==> src/sv/tfhc_pkg.sv <==
// Shared types, constants and register map of the tank fill and heat controller.
`default_nettype none

package tfhc_pkg;

  // Converter width and configuration port geometry
  localparam int ADC_BITS_DEFAULT = 10;
  localparam int APB_ADDR_W       = 4;
  localparam int APB_DATA_W       = 32;
  localparam int TICK_W           = 8;
  localparam int THRESH_W         = 10;

  // Register reset values
  localparam int FILL_TIMEOUT_RESET  = 200;
  localparam int SAMPLE_PERIOD_RESET = 200;
  localparam int HEAT_THRESH_RESET   = 472;

  // Register indexes, taken from paddr[3:2]
  typedef enum logic [1:0] {
    REG_FILL_TIMEOUT  = 2'd0,
    REG_SAMPLE_PERIOD = 2'd1,
    REG_HEAT_THRESH   = 2'd2
  } reg_idx_t;

  // Controller state; the drive bits are also the result of each tick
  typedef struct packed {
    logic              first_fill_done;
    logic              maint_latched;
    logic              pump;
    logic              drain;
    logic              heater;
    logic              run_led;
    logic              heat_led;
    logic [TICK_W-1:0] fill_ticks;
    logic [TICK_W-1:0] sample_ticks;
  } ctrl_state_t;

  // One sampled set of switches and sensors, less the converter code
  typedef struct packed {
    logic run_switch;
    logic low_level;
    logic high_level;
    logic heat_enable;
    logic maint_n;
  } sample_t;

  localparam logic [TICK_W-1:0] TICK_MAX = {TICK_W{1'b1}};

endpackage

`default_nettype wire

==> src/sv/tfhc_step.sv <==
// Next-state logic for one 50 ms tick of the tank fill and heat controller.
`default_nettype none

module tfhc_step #(
  parameter int ADC_BITS = tfhc_pkg::ADC_BITS_DEFAULT
) (
  input  wire tfhc_pkg::ctrl_state_t             cur,
  input  wire tfhc_pkg::sample_t                 smp,
  input  wire logic [ADC_BITS-1:0]               temp_code,
  input  wire logic [tfhc_pkg::TICK_W-1:0]       fill_timeout_ticks,
  input  wire logic [tfhc_pkg::TICK_W-1:0]       sample_period_ticks,
  input  wire logic [tfhc_pkg::THRESH_W-1:0]     heat_threshold_code,
  output tfhc_pkg::ctrl_state_t                  nxt
);

  // Code and threshold compared at the wider of the two widths
  localparam int CMP_W = (ADC_BITS > tfhc_pkg::THRESH_W) ? ADC_BITS : tfhc_pkg::THRESH_W;

  logic [CMP_W-1:0] code_ext;
  logic [CMP_W-1:0] thresh_ext;

  assign code_ext   = CMP_W'(temp_code);
  assign thresh_ext = CMP_W'(heat_threshold_code);

  // Decisions are taken in order, each on what the previous ones left
  always_comb begin
    nxt = cur;
    if (!smp.maint_n) begin
      // Maintenance: everything off, remember it
      nxt.pump          = 1'b0;
      nxt.drain         = 1'b0;
      nxt.heater        = 1'b0;
      nxt.run_led       = 1'b0;
      nxt.heat_led      = 1'b0;
      nxt.fill_ticks    = '0;
      nxt.sample_ticks  = '0;
      nxt.maint_latched = 1'b1;
    end else if (!smp.run_switch || cur.maint_latched) begin
      // Idle, also the first tick after maintenance
      nxt.pump            = 1'b0;
      nxt.drain           = 1'b0;
      nxt.heater          = 1'b0;
      nxt.run_led         = 1'b0;
      nxt.heat_led        = 1'b0;
      nxt.fill_ticks      = '0;
      nxt.sample_ticks    = '0;
      nxt.first_fill_done = 1'b0;
      nxt.maint_latched   = 1'b0;
    end else begin
      nxt.run_led = 1'b1;
      // Heat control dropped while pumping or once switched off
      if (cur.pump || (!smp.heat_enable && cur.first_fill_done)) begin
        nxt.heat_led     = 1'b0;
        nxt.heater       = 1'b0;
        nxt.sample_ticks = '0;
      end
      // Start filling at first run or when the low sensor uncovers
      if (!cur.first_fill_done || !smp.low_level) begin
        nxt.pump            = 1'b1;
        nxt.drain           = 1'b0;
        nxt.first_fill_done = 1'b1;
      end
      // Stop on full or timeout, open the drain
      if (nxt.pump && (cur.fill_ticks >= fill_timeout_ticks || smp.high_level)) begin
        nxt.pump       = 1'b0;
        nxt.drain      = 1'b1;
        nxt.fill_ticks = '0;
      end
      // Temperature evaluation once per sample period
      if (smp.heat_enable && !nxt.pump) begin
        nxt.heat_led = 1'b1;
        if (nxt.sample_ticks >= sample_period_ticks) begin
          nxt.sample_ticks = '0;
          nxt.heater       = (code_ext <= thresh_ext);
        end
      end
      // Count the tick, saturating
      if (nxt.pump && nxt.fill_ticks != tfhc_pkg::TICK_MAX)
        nxt.fill_ticks = nxt.fill_ticks + 1'b1;
      if (smp.heat_enable && !nxt.pump && nxt.sample_ticks != tfhc_pkg::TICK_MAX)
        nxt.sample_ticks = nxt.sample_ticks + 1'b1;
    end
  end

endmodule

`default_nettype wire

==> src/sv/tank_fill_heat_controller_core.sv <==
// Top level of the tank fill and heat controller: handshakes, registers, state.
// One input transaction is one 50 ms sample of the switches, level sensors and
// temperature code; it yields exactly one result transaction carrying the five
// drive outputs as they stand after that tick. The tick is evaluated by the
// next-state logic into the state register, which doubles as the result
// register, so a new sample is taken every cycle as long as the previous
// result has been taken or is taken in the same cycle. The heater switches
// on when temp_code is at or below heat_threshold_code (reset 472). Registers:
// 0x0 fill timeout ticks, 0x4 sample period ticks, 0x8 heat threshold code;
// write them only while the block is idle.
`default_nettype none

module tank_fill_heat_controller_core #(
  parameter int ADC_BITS = tfhc_pkg::ADC_BITS_DEFAULT
) (
  input  wire logic                                clk,
  input  wire logic                                rst,
  // Configuration port
  input  wire logic                                psel,
  input  wire logic                                penable,
  input  wire logic                                pwrite,
  input  wire logic [tfhc_pkg::APB_ADDR_W-1:0]     paddr,
  input  wire logic [tfhc_pkg::APB_DATA_W-1:0]     pwdata,
  output logic [tfhc_pkg::APB_DATA_W-1:0]          prdata,
  output logic                                     pready,
  // Sample channel
  input  wire logic                                in_valid,
  output logic                                     in_stall,
  input  wire logic                                run_switch,
  input  wire logic                                low_level,
  input  wire logic                                high_level,
  input  wire logic                                heat_enable,
  input  wire logic                                maint_n,
  input  wire logic [ADC_BITS-1:0]                 temp_code,
  // Result channel
  output logic                                     out_valid,
  input  wire logic                                out_stall,
  output logic                                     pump_on,
  output logic                                     drain_open,
  output logic                                     heater_on,
  output logic                                     run_led,
  output logic                                     heat_led
);

  localparam int TW = tfhc_pkg::TICK_W;
  localparam int HW = tfhc_pkg::THRESH_W;

  logic [TW-1:0]       fill_timeout_ticks;
  logic [TW-1:0]       sample_period_ticks;
  logic [HW-1:0]       heat_threshold_code;

  tfhc_pkg::ctrl_state_t state;
  tfhc_pkg::ctrl_state_t state_next;
  tfhc_pkg::sample_t     smp;
  tfhc_pkg::reg_idx_t    reg_idx;

  logic in_accept;
  logic cfg_write;

  // Configuration registers
  assign pready    = 1'b1;
  assign cfg_write = psel && penable && pwrite;
  assign reg_idx   = tfhc_pkg::reg_idx_t'(paddr[3:2]);

  always_ff @(posedge clk) begin
    if (rst) begin
      fill_timeout_ticks  <= TW'(tfhc_pkg::FILL_TIMEOUT_RESET);
      sample_period_ticks <= TW'(tfhc_pkg::SAMPLE_PERIOD_RESET);
      heat_threshold_code <= HW'(tfhc_pkg::HEAT_THRESH_RESET);
    end else if (cfg_write) begin
      unique case (reg_idx)
        tfhc_pkg::REG_FILL_TIMEOUT:  fill_timeout_ticks  <= pwdata[TW-1:0];
        tfhc_pkg::REG_SAMPLE_PERIOD: sample_period_ticks <= pwdata[TW-1:0];
        tfhc_pkg::REG_HEAT_THRESH:   heat_threshold_code <= pwdata[HW-1:0];
        default: ;
      endcase
    end
  end

  // Register read-back
  always_comb begin
    unique case (reg_idx)
      tfhc_pkg::REG_FILL_TIMEOUT:  prdata = tfhc_pkg::APB_DATA_W'(fill_timeout_ticks);
      tfhc_pkg::REG_SAMPLE_PERIOD: prdata = tfhc_pkg::APB_DATA_W'(sample_period_ticks);
      tfhc_pkg::REG_HEAT_THRESH:   prdata = tfhc_pkg::APB_DATA_W'(heat_threshold_code);
      default:                     prdata = '0;
    endcase
  end

  // Handshake: a sample is taken whenever the result slot is free or draining
  assign in_stall  = out_valid && out_stall;
  assign in_accept = in_valid && !in_stall;

  assign smp.run_switch  = run_switch;
  assign smp.low_level   = low_level;
  assign smp.high_level  = high_level;
  assign smp.heat_enable = heat_enable;
  assign smp.maint_n     = maint_n;

  tfhc_step #(
    .ADC_BITS (ADC_BITS)
  ) u_step (
    .cur                 (state),
    .smp                 (smp),
    .temp_code           (temp_code),
    .fill_timeout_ticks  (fill_timeout_ticks),
    .sample_period_ticks (sample_period_ticks),
    .heat_threshold_code (heat_threshold_code),
    .nxt                 (state_next)
  );

  // State register, also holding the pending result
  always_ff @(posedge clk) begin
    if (rst) begin
      state <= '0;
    end else if (in_accept) begin
      state <= state_next;
    end
  end

  // Result valid flag
  always_ff @(posedge clk) begin
    if (rst) begin
      out_valid <= 1'b0;
    end else if (in_accept) begin
      out_valid <= 1'b1;
    end else if (!out_stall) begin
      out_valid <= 1'b0;
    end
  end

  assign pump_on    = state.pump;
  assign drain_open = state.drain;
  assign heater_on  = state.heater;
  assign run_led    = state.run_led;
  assign heat_led   = state.heat_led;

  // Maintenance turns every drive off in the result of that transaction
  a_maint_off: assert property (@(posedge clk) disable iff (rst)
    in_accept && !maint_n |=> out_valid && !pump_on && !drain_open && !heater_on
                              && !run_led && !heat_led)
    else $error("maintenance transaction left a drive on");

  // Run switch off gives an idle result
  a_idle_off: assert property (@(posedge clk) disable iff (rst)
    in_accept && maint_n && !run_switch |=> !pump_on && !drain_open && !heater_on
                                             && !run_led && !heat_led)
    else $error("idle transaction left a drive on");

  // Pump and drain are never driven together
  a_pump_drain: assert property (@(posedge clk) disable iff (rst)
    out_valid |-> !(pump_on && drain_open))
    else $error("pump and drain both on");

  // Heater only under active temperature control, which needs run
  a_heater_led: assert property (@(posedge clk) disable iff (rst)
    out_valid |-> (!heater_on || heat_led) && (!heat_led || run_led))
    else $error("heater or heat lamp on without its enabling indication");

endmodule

`default_nettype wire

==> config.mk <==
export PLATFORM = sky130hd
export DESIGN_NAME = tank_fill_heat_controller_core
export DESIGN_NICKNAME = d
export VERILOG_FILES = /design/src/sv/tfhc_pkg.sv /design/src/sv/tfhc_step.sv /design/src/sv/tank_fill_heat_controller_core.sv
export SDC_FILE = /design/constraint.sdc
export NUM_CORES = 1
export LEC_CHECK = 0
export BUFFER_PORTS_ARGS = -buffer_cell sky130_fd_sc_hd__buf_2
export CAP_MARGIN = 20
export CORE_ASPECT_RATIO = 1.25
export CORE_MARGIN = 2
export CORE_UTILIZATION = 55
export DETAILED_ROUTE_END_ITERATION = 12
export PLACE_DENSITY = 0.84
export SLEW_MARGIN = 20
export SYNTH_ARGS = -nofsm -noshare
export SYNTH_HDL_FRONTEND = slang
export SYNTH_SLANG_ARGS = --single-unit
==> constraint.sdc <==
create_clock -name clk -period 9.2 [get_ports clk]
set_clock_uncertainty 0.2 [all_clocks]
set_input_delay 0.92 -clock clk [delete_from_list [all_inputs] [get_ports clk]]
set_output_delay 0.92 -clock clk [all_outputs]
set_load 0.1 [all_outputs]
==> metrics.txt <==
# TYPE chip_impl_metric gauge
chip_impl_metric{name="ys_warn_count",unit=""} 0
chip_impl_metric{name="yosys_register_bits",unit=""} 50
chip_impl_metric{name="layout_worst_path_cycle_share",unit="%"} 49.6
chip_impl_metric{name="post-synth-top-area-fraction",unit="%"} 28.4
chip_impl_metric{name="syn_area",unit="mm2"} 0.00352
chip_impl_metric{name="hold_viol",unit=""} 0
chip_impl_info{name="r2r-end",value="state[6]"} 1
chip_impl_metric{name="holdWs",unit="ps"} 282
chip_impl_metric{name="max-slew-margin-rel",unit="%"} 38.6
chip_impl_info{name="synth_common_cells",value="50 x sky130_fd_sc_hd__dfxtp_1, 45 x sky130_fd_sc_hd__nor2_1, 37 x sky130_fd_sc_hd__nand2_1, 31 x sky130_fd_sc_hd__inv_1, 28 x sky130_fd_sc_hd__ha_1"} 1
chip_impl_metric{name="number_of_antenna_diodes",unit=""} 0
chip_impl_metric{name="first_iter_violations",unit=""} 297
chip_impl_metric{name="post_dp_cell_area",unit="mm2"} 0.00371
chip_impl_metric{name="dp_hpwl",unit="mm"} 6.58
chip_impl_metric{name="core_area",unit="mm2"} 0.00617
chip_impl_info{name="holdCritStartpoint",value="sample_period_ticks[4]"} 1
chip_impl_info{name="crit_path_end_kind",value="register"} 1
chip_impl_metric{name="grt_pass1_vias",unit=""} 3138
chip_impl_metric{name="antenna_found_initial",unit=""} 0
chip_impl_metric{name="worstHoldPathCells",unit=""} 2
chip_impl_metric{name="cts_post_setup_buffers_inserted",unit=""} 0
chip_impl_info{name="cts_root_buffer",value="sky130_fd_sc_hd__clkbuf_8"} 1
chip_impl_metric{name="fin_util",unit="%"} 61.5
chip_impl_metric{name="fp.dieW",unit="um"} 75.6
chip_impl_metric{name="nets",unit=""} 558
chip_impl_metric{name="chipHeight",unit="um"} 93.5
chip_impl_info{name="result_of_the_run",value="finished clean"} 1
chip_impl_metric{name="slowest_delay",unit="ps"} 540
chip_impl_info{name="postSynth.topFlopCell",value="sky130_fd_sc_hd__dfxtp_1"} 1
chip_impl_metric{name="post_synth.cell_area_avg",unit="um2"} 8.16
chip_impl_metric{name="final_cell_area",unit="mm2"} 0.00379
chip_impl_metric{name="die_outline_area",unit="mm2"} 0.00707
chip_impl_info{name="cp-startpoint",value="heat_enable"} 1
chip_impl_metric{name="globalRoute.totalOverflow",unit=""} 0
chip_impl_info{name="min_path_type",value="register to register"} 1
chip_impl_metric{name="maximum_number_of_pins_on_one_net_before_global_route_repair",unit=""} 42
chip_impl_metric{name="static-leakage-power",unit="nW"} 1.61
chip_impl_metric{name="synth.yosys.seq_area_share",unit="%"} 28.4
chip_impl_metric{name="cts_buffers",unit=""} 5
chip_impl_metric{name="viasPerCell",unit=""} 5.87
chip_impl_metric{name="max_clock_freq",unit="GHz"} 0.219
chip_impl_metric{name="setup_total_negative_slack",unit="ps"} 0
chip_impl_metric{name="worst_ir_drop_vdd",unit="uV"} 60.1
chip_impl_metric{name="synthesis.instances",unit=""} 432
chip_impl_metric{name="syn_to_final_growth",unit="%"} 7.64
chip_impl_metric{name="h_tree_level_count",unit=""} 2
chip_impl_metric{name="post_route_drc",unit=""} 0
chip_impl_info{name="worst_r2r_startpoint",value="state[22]"} 1
chip_impl_info{name="yosys.cell_count.top_type",value="sky130_fd_sc_hd__dfxtp_1"} 1
chip_impl_metric{name="initial_utilization",unit="%"} 57.1
chip_impl_metric{name="numPortBuffers",unit=""} 50
chip_impl_metric{name="final_antenna_net_count",unit=""} 0
chip_impl_metric{name="row_count",unit=""} 32
chip_impl_info{name="cpMaxStageDelayCell",value="sky130_fd_sc_hd__a2111oi_2"} 1
chip_impl_metric{name="cts.sink_count",unit=""} 50
chip_impl_metric{name="ctsHoldBuffers",unit=""} 0
chip_impl_info{name="rsz0062_at_grt",value="no"} 1
chip_impl_metric{name="layout-drive-gt1-share",unit="%"} 15.7
chip_impl_metric{name="slew_viol_final",unit=""} 0
chip_impl_metric{name="n_fill_cell",unit=""} 545
chip_impl_metric{name="via_count",unit=""} 3270
chip_impl_info{name="synth_area_leaders",value="sky130_fd_sc_hd__dfxtp_1 28%, sky130_fd_sc_hd__ha_1 9.9%, sky130_fd_sc_hd__mux2i_1 5.4%"} 1
chip_impl_metric{name="worstPathArrival",unit="ps"} 4560
chip_impl_info{name="cts_tree",value="done"} 1
chip_impl_info{name="worst-setup-path-type",value="input port to register"} 1
chip_impl_metric{name="cp_max_fo",unit=""} 9
chip_impl_info{name="synth_top_cell_by_area",value="sky130_fd_sc_hd__dfxtp_1"} 1
chip_impl_metric{name="synth_async_sr_flop_share",unit="%"} 0
chip_impl_metric{name="drt-total-wl",unit="mm"} 8.62
chip_impl_metric{name="synth_edf_count",unit=""} 0
chip_impl_metric{name="route.detailed.wl_per_inst",unit="um"} 15.5
chip_impl_metric{name="synth_cell_type_count",unit=""} 62
chip_impl_metric{name="worstMarginPinSlew",unit="ps"} 918
chip_impl_metric{name="drt_pre_antenna_iters",unit=""} 5
chip_impl_metric{name="grt.total_usage",unit="%"} 25.6
chip_impl_metric{name="setup_violations",unit=""} 0
chip_impl_metric{name="setup.reg_to_reg.worst_slack",unit="ps"} 5020
chip_impl_metric{name="number_of_cells_traversed_by_the_worst_register_to_register_path",unit=""} 14
chip_impl_info{name="endpoint_with_the_worst_hold_slack",value="sample_period_ticks[4]"} 1
chip_impl_metric{name="clock_path_buffers",unit=""} 2
chip_impl_metric{name="powerDensity",unit="mW/mm2"} 121
chip_impl_metric{name="max_cap_viol_count",unit=""} 0
chip_impl_metric{name="grt_pass1_wl",unit="mm"} 14.2
chip_impl_metric{name="critPathRequiredTime",unit="ps"} 9200
chip_impl_metric{name="worst_skew_pair.late_latency",unit="ps"} 310
chip_impl_metric{name="clk_pin_slew",unit="ps"} 100
chip_impl_metric{name="final.min_clock_period",unit="ps"} 4560
chip_impl_info{name="critical_path.cell_chain",value="buf_2 -> nand2b_1 -> and3_1 -> ha_1 -> a211oi_1 -> o21ai_0 -> a21o_1 -> o211ai_2 -> and2_1 -> ha_1 -> nand4_1 -> a2111oi_2 -> o211ai_1 -> nor2_1 -> o211ai_1"} 1
chip_impl_metric{name="routability_driven_placement_congestion_ratio",unit=""} 0.955
chip_impl_metric{name="cts.repair.resized",unit=""} 0
chip_impl_info{name="category_of_the_worst_setup_path_launch_point",value="input port"} 1
chip_impl_metric{name="io-pin-count",unit=""} 98
## power breakdown
part           switching, W  internal, W  total, W  leakage, nW
sequential       0.00000261     0.000220  0.000222        0.405
clock             0.0000723    0.0000523  0.000125       0.0373
combinational     0.0000922    0.0000201  0.000112         1.17
## layer usage
metal,vias to the layer above,wire length (um),global-route usage (%)
met4,0,262,10.7
met5,-,0,0
li1,1585,-,-
met3,25,510,3.56
met2,165,4300,43.9
met1,1495,3540,31.2
## worst max-delay path: cells and delay by family
family,cells,cell delay (ps)
compound gates,7,1820
simple gates,5,1120
fa+ha+maj,2,540
buf+inv,1,150
## registers in the layout, indices dropped and copies added (netlist names)
signal	flops
drain_open	1
fill_timeout_ticks	8
heat_led	1
heat_threshold_code	10
heater_on	1
out_valid	1
pump_on	1
run_led	1
sample_period_ticks	8
state	18
## cell type report
type	instances	area, um2	share of cell area (%)
Clock inverter	1	7.51	0.198
Sequential cell	50	1000	26.4
Tap cell	85	106	2.80
Multi-Input combinational cell	333	2230	58.8
Clock buffer	6	72.6	1.91
Timing Repair Buffer	51	258	6.80
Inverter	31	116	3.07
## per-stage QoR
stage                     worst slack, ps  total power [W]  instances
final                                4640         0.000459        557
after global routing                 4420         0.000474        557
after CTS                            4730         0.000461        557
after detailed placement             4420         0.000338        550
after global placement               4460         0.000337        550
after floorplan                      4220         0.000327        453
## how the worst max path moves through the flow
stage,end,cells past startpoint
finish,state[6],15
global route,state[6],15
CTS,state[6],15
detailed placement,state[6],15
global placement,state[6],15
floorplan,prdata[0],4
## kinds of logic (layout without fill, tap and decap cells)
logic type,after synthesis,count (layout),share of synthesized area (%)
compound gates,99,99,20.7
xor+xnor,2,2,0.497
fa+ha+maj,28,28,9.94
buf+inv,70,89,10.8
flops,50,50,28.4
mux,19,19,5.40
other cells,2,23,0.213
simple gates,162,162,24.0
## cell usage in the layout, fill, tap and decap left out, types with 3 or more instances in the layout
master                     instances
sky130_fd_sc_hd__o211ai_1          7
sky130_fd_sc_hd__ha_1             28
sky130_fd_sc_hd__nand3b_1          6
sky130_fd_sc_hd__o21ai_0          20
sky130_fd_sc_hd__a22oi_1           4
sky130_fd_sc_hd__nor3_1            6
sky130_fd_sc_hd__nor2b_1           3
sky130_fd_sc_hd__nand2_1          37
sky130_fd_sc_hd__nand3_1          24
sky130_fd_sc_hd__dfxtp_1          50
sky130_fd_sc_hd__nand4_1           9
sky130_fd_sc_hd__buf_2            50
sky130_fd_sc_hd__a21oi_1          18
sky130_fd_sc_hd__a211oi_1          6
sky130_fd_sc_hd__a21o_1            4
sky130_fd_sc_hd__a211o_1           9
sky130_fd_sc_hd__nor2_1           45
sky130_fd_sc_hd__conb_1           23
sky130_fd_sc_hd__clkbuf_8          5
sky130_fd_sc_hd__a31oi_1           6
sky130_fd_sc_hd__and3_1            8
sky130_fd_sc_hd__nand2b_1          4
sky130_fd_sc_hd__and2_1            6
sky130_fd_sc_hd__mux2i_1          19
sky130_fd_sc_hd__inv_1            31
Power figures use the tool's default switching activity.
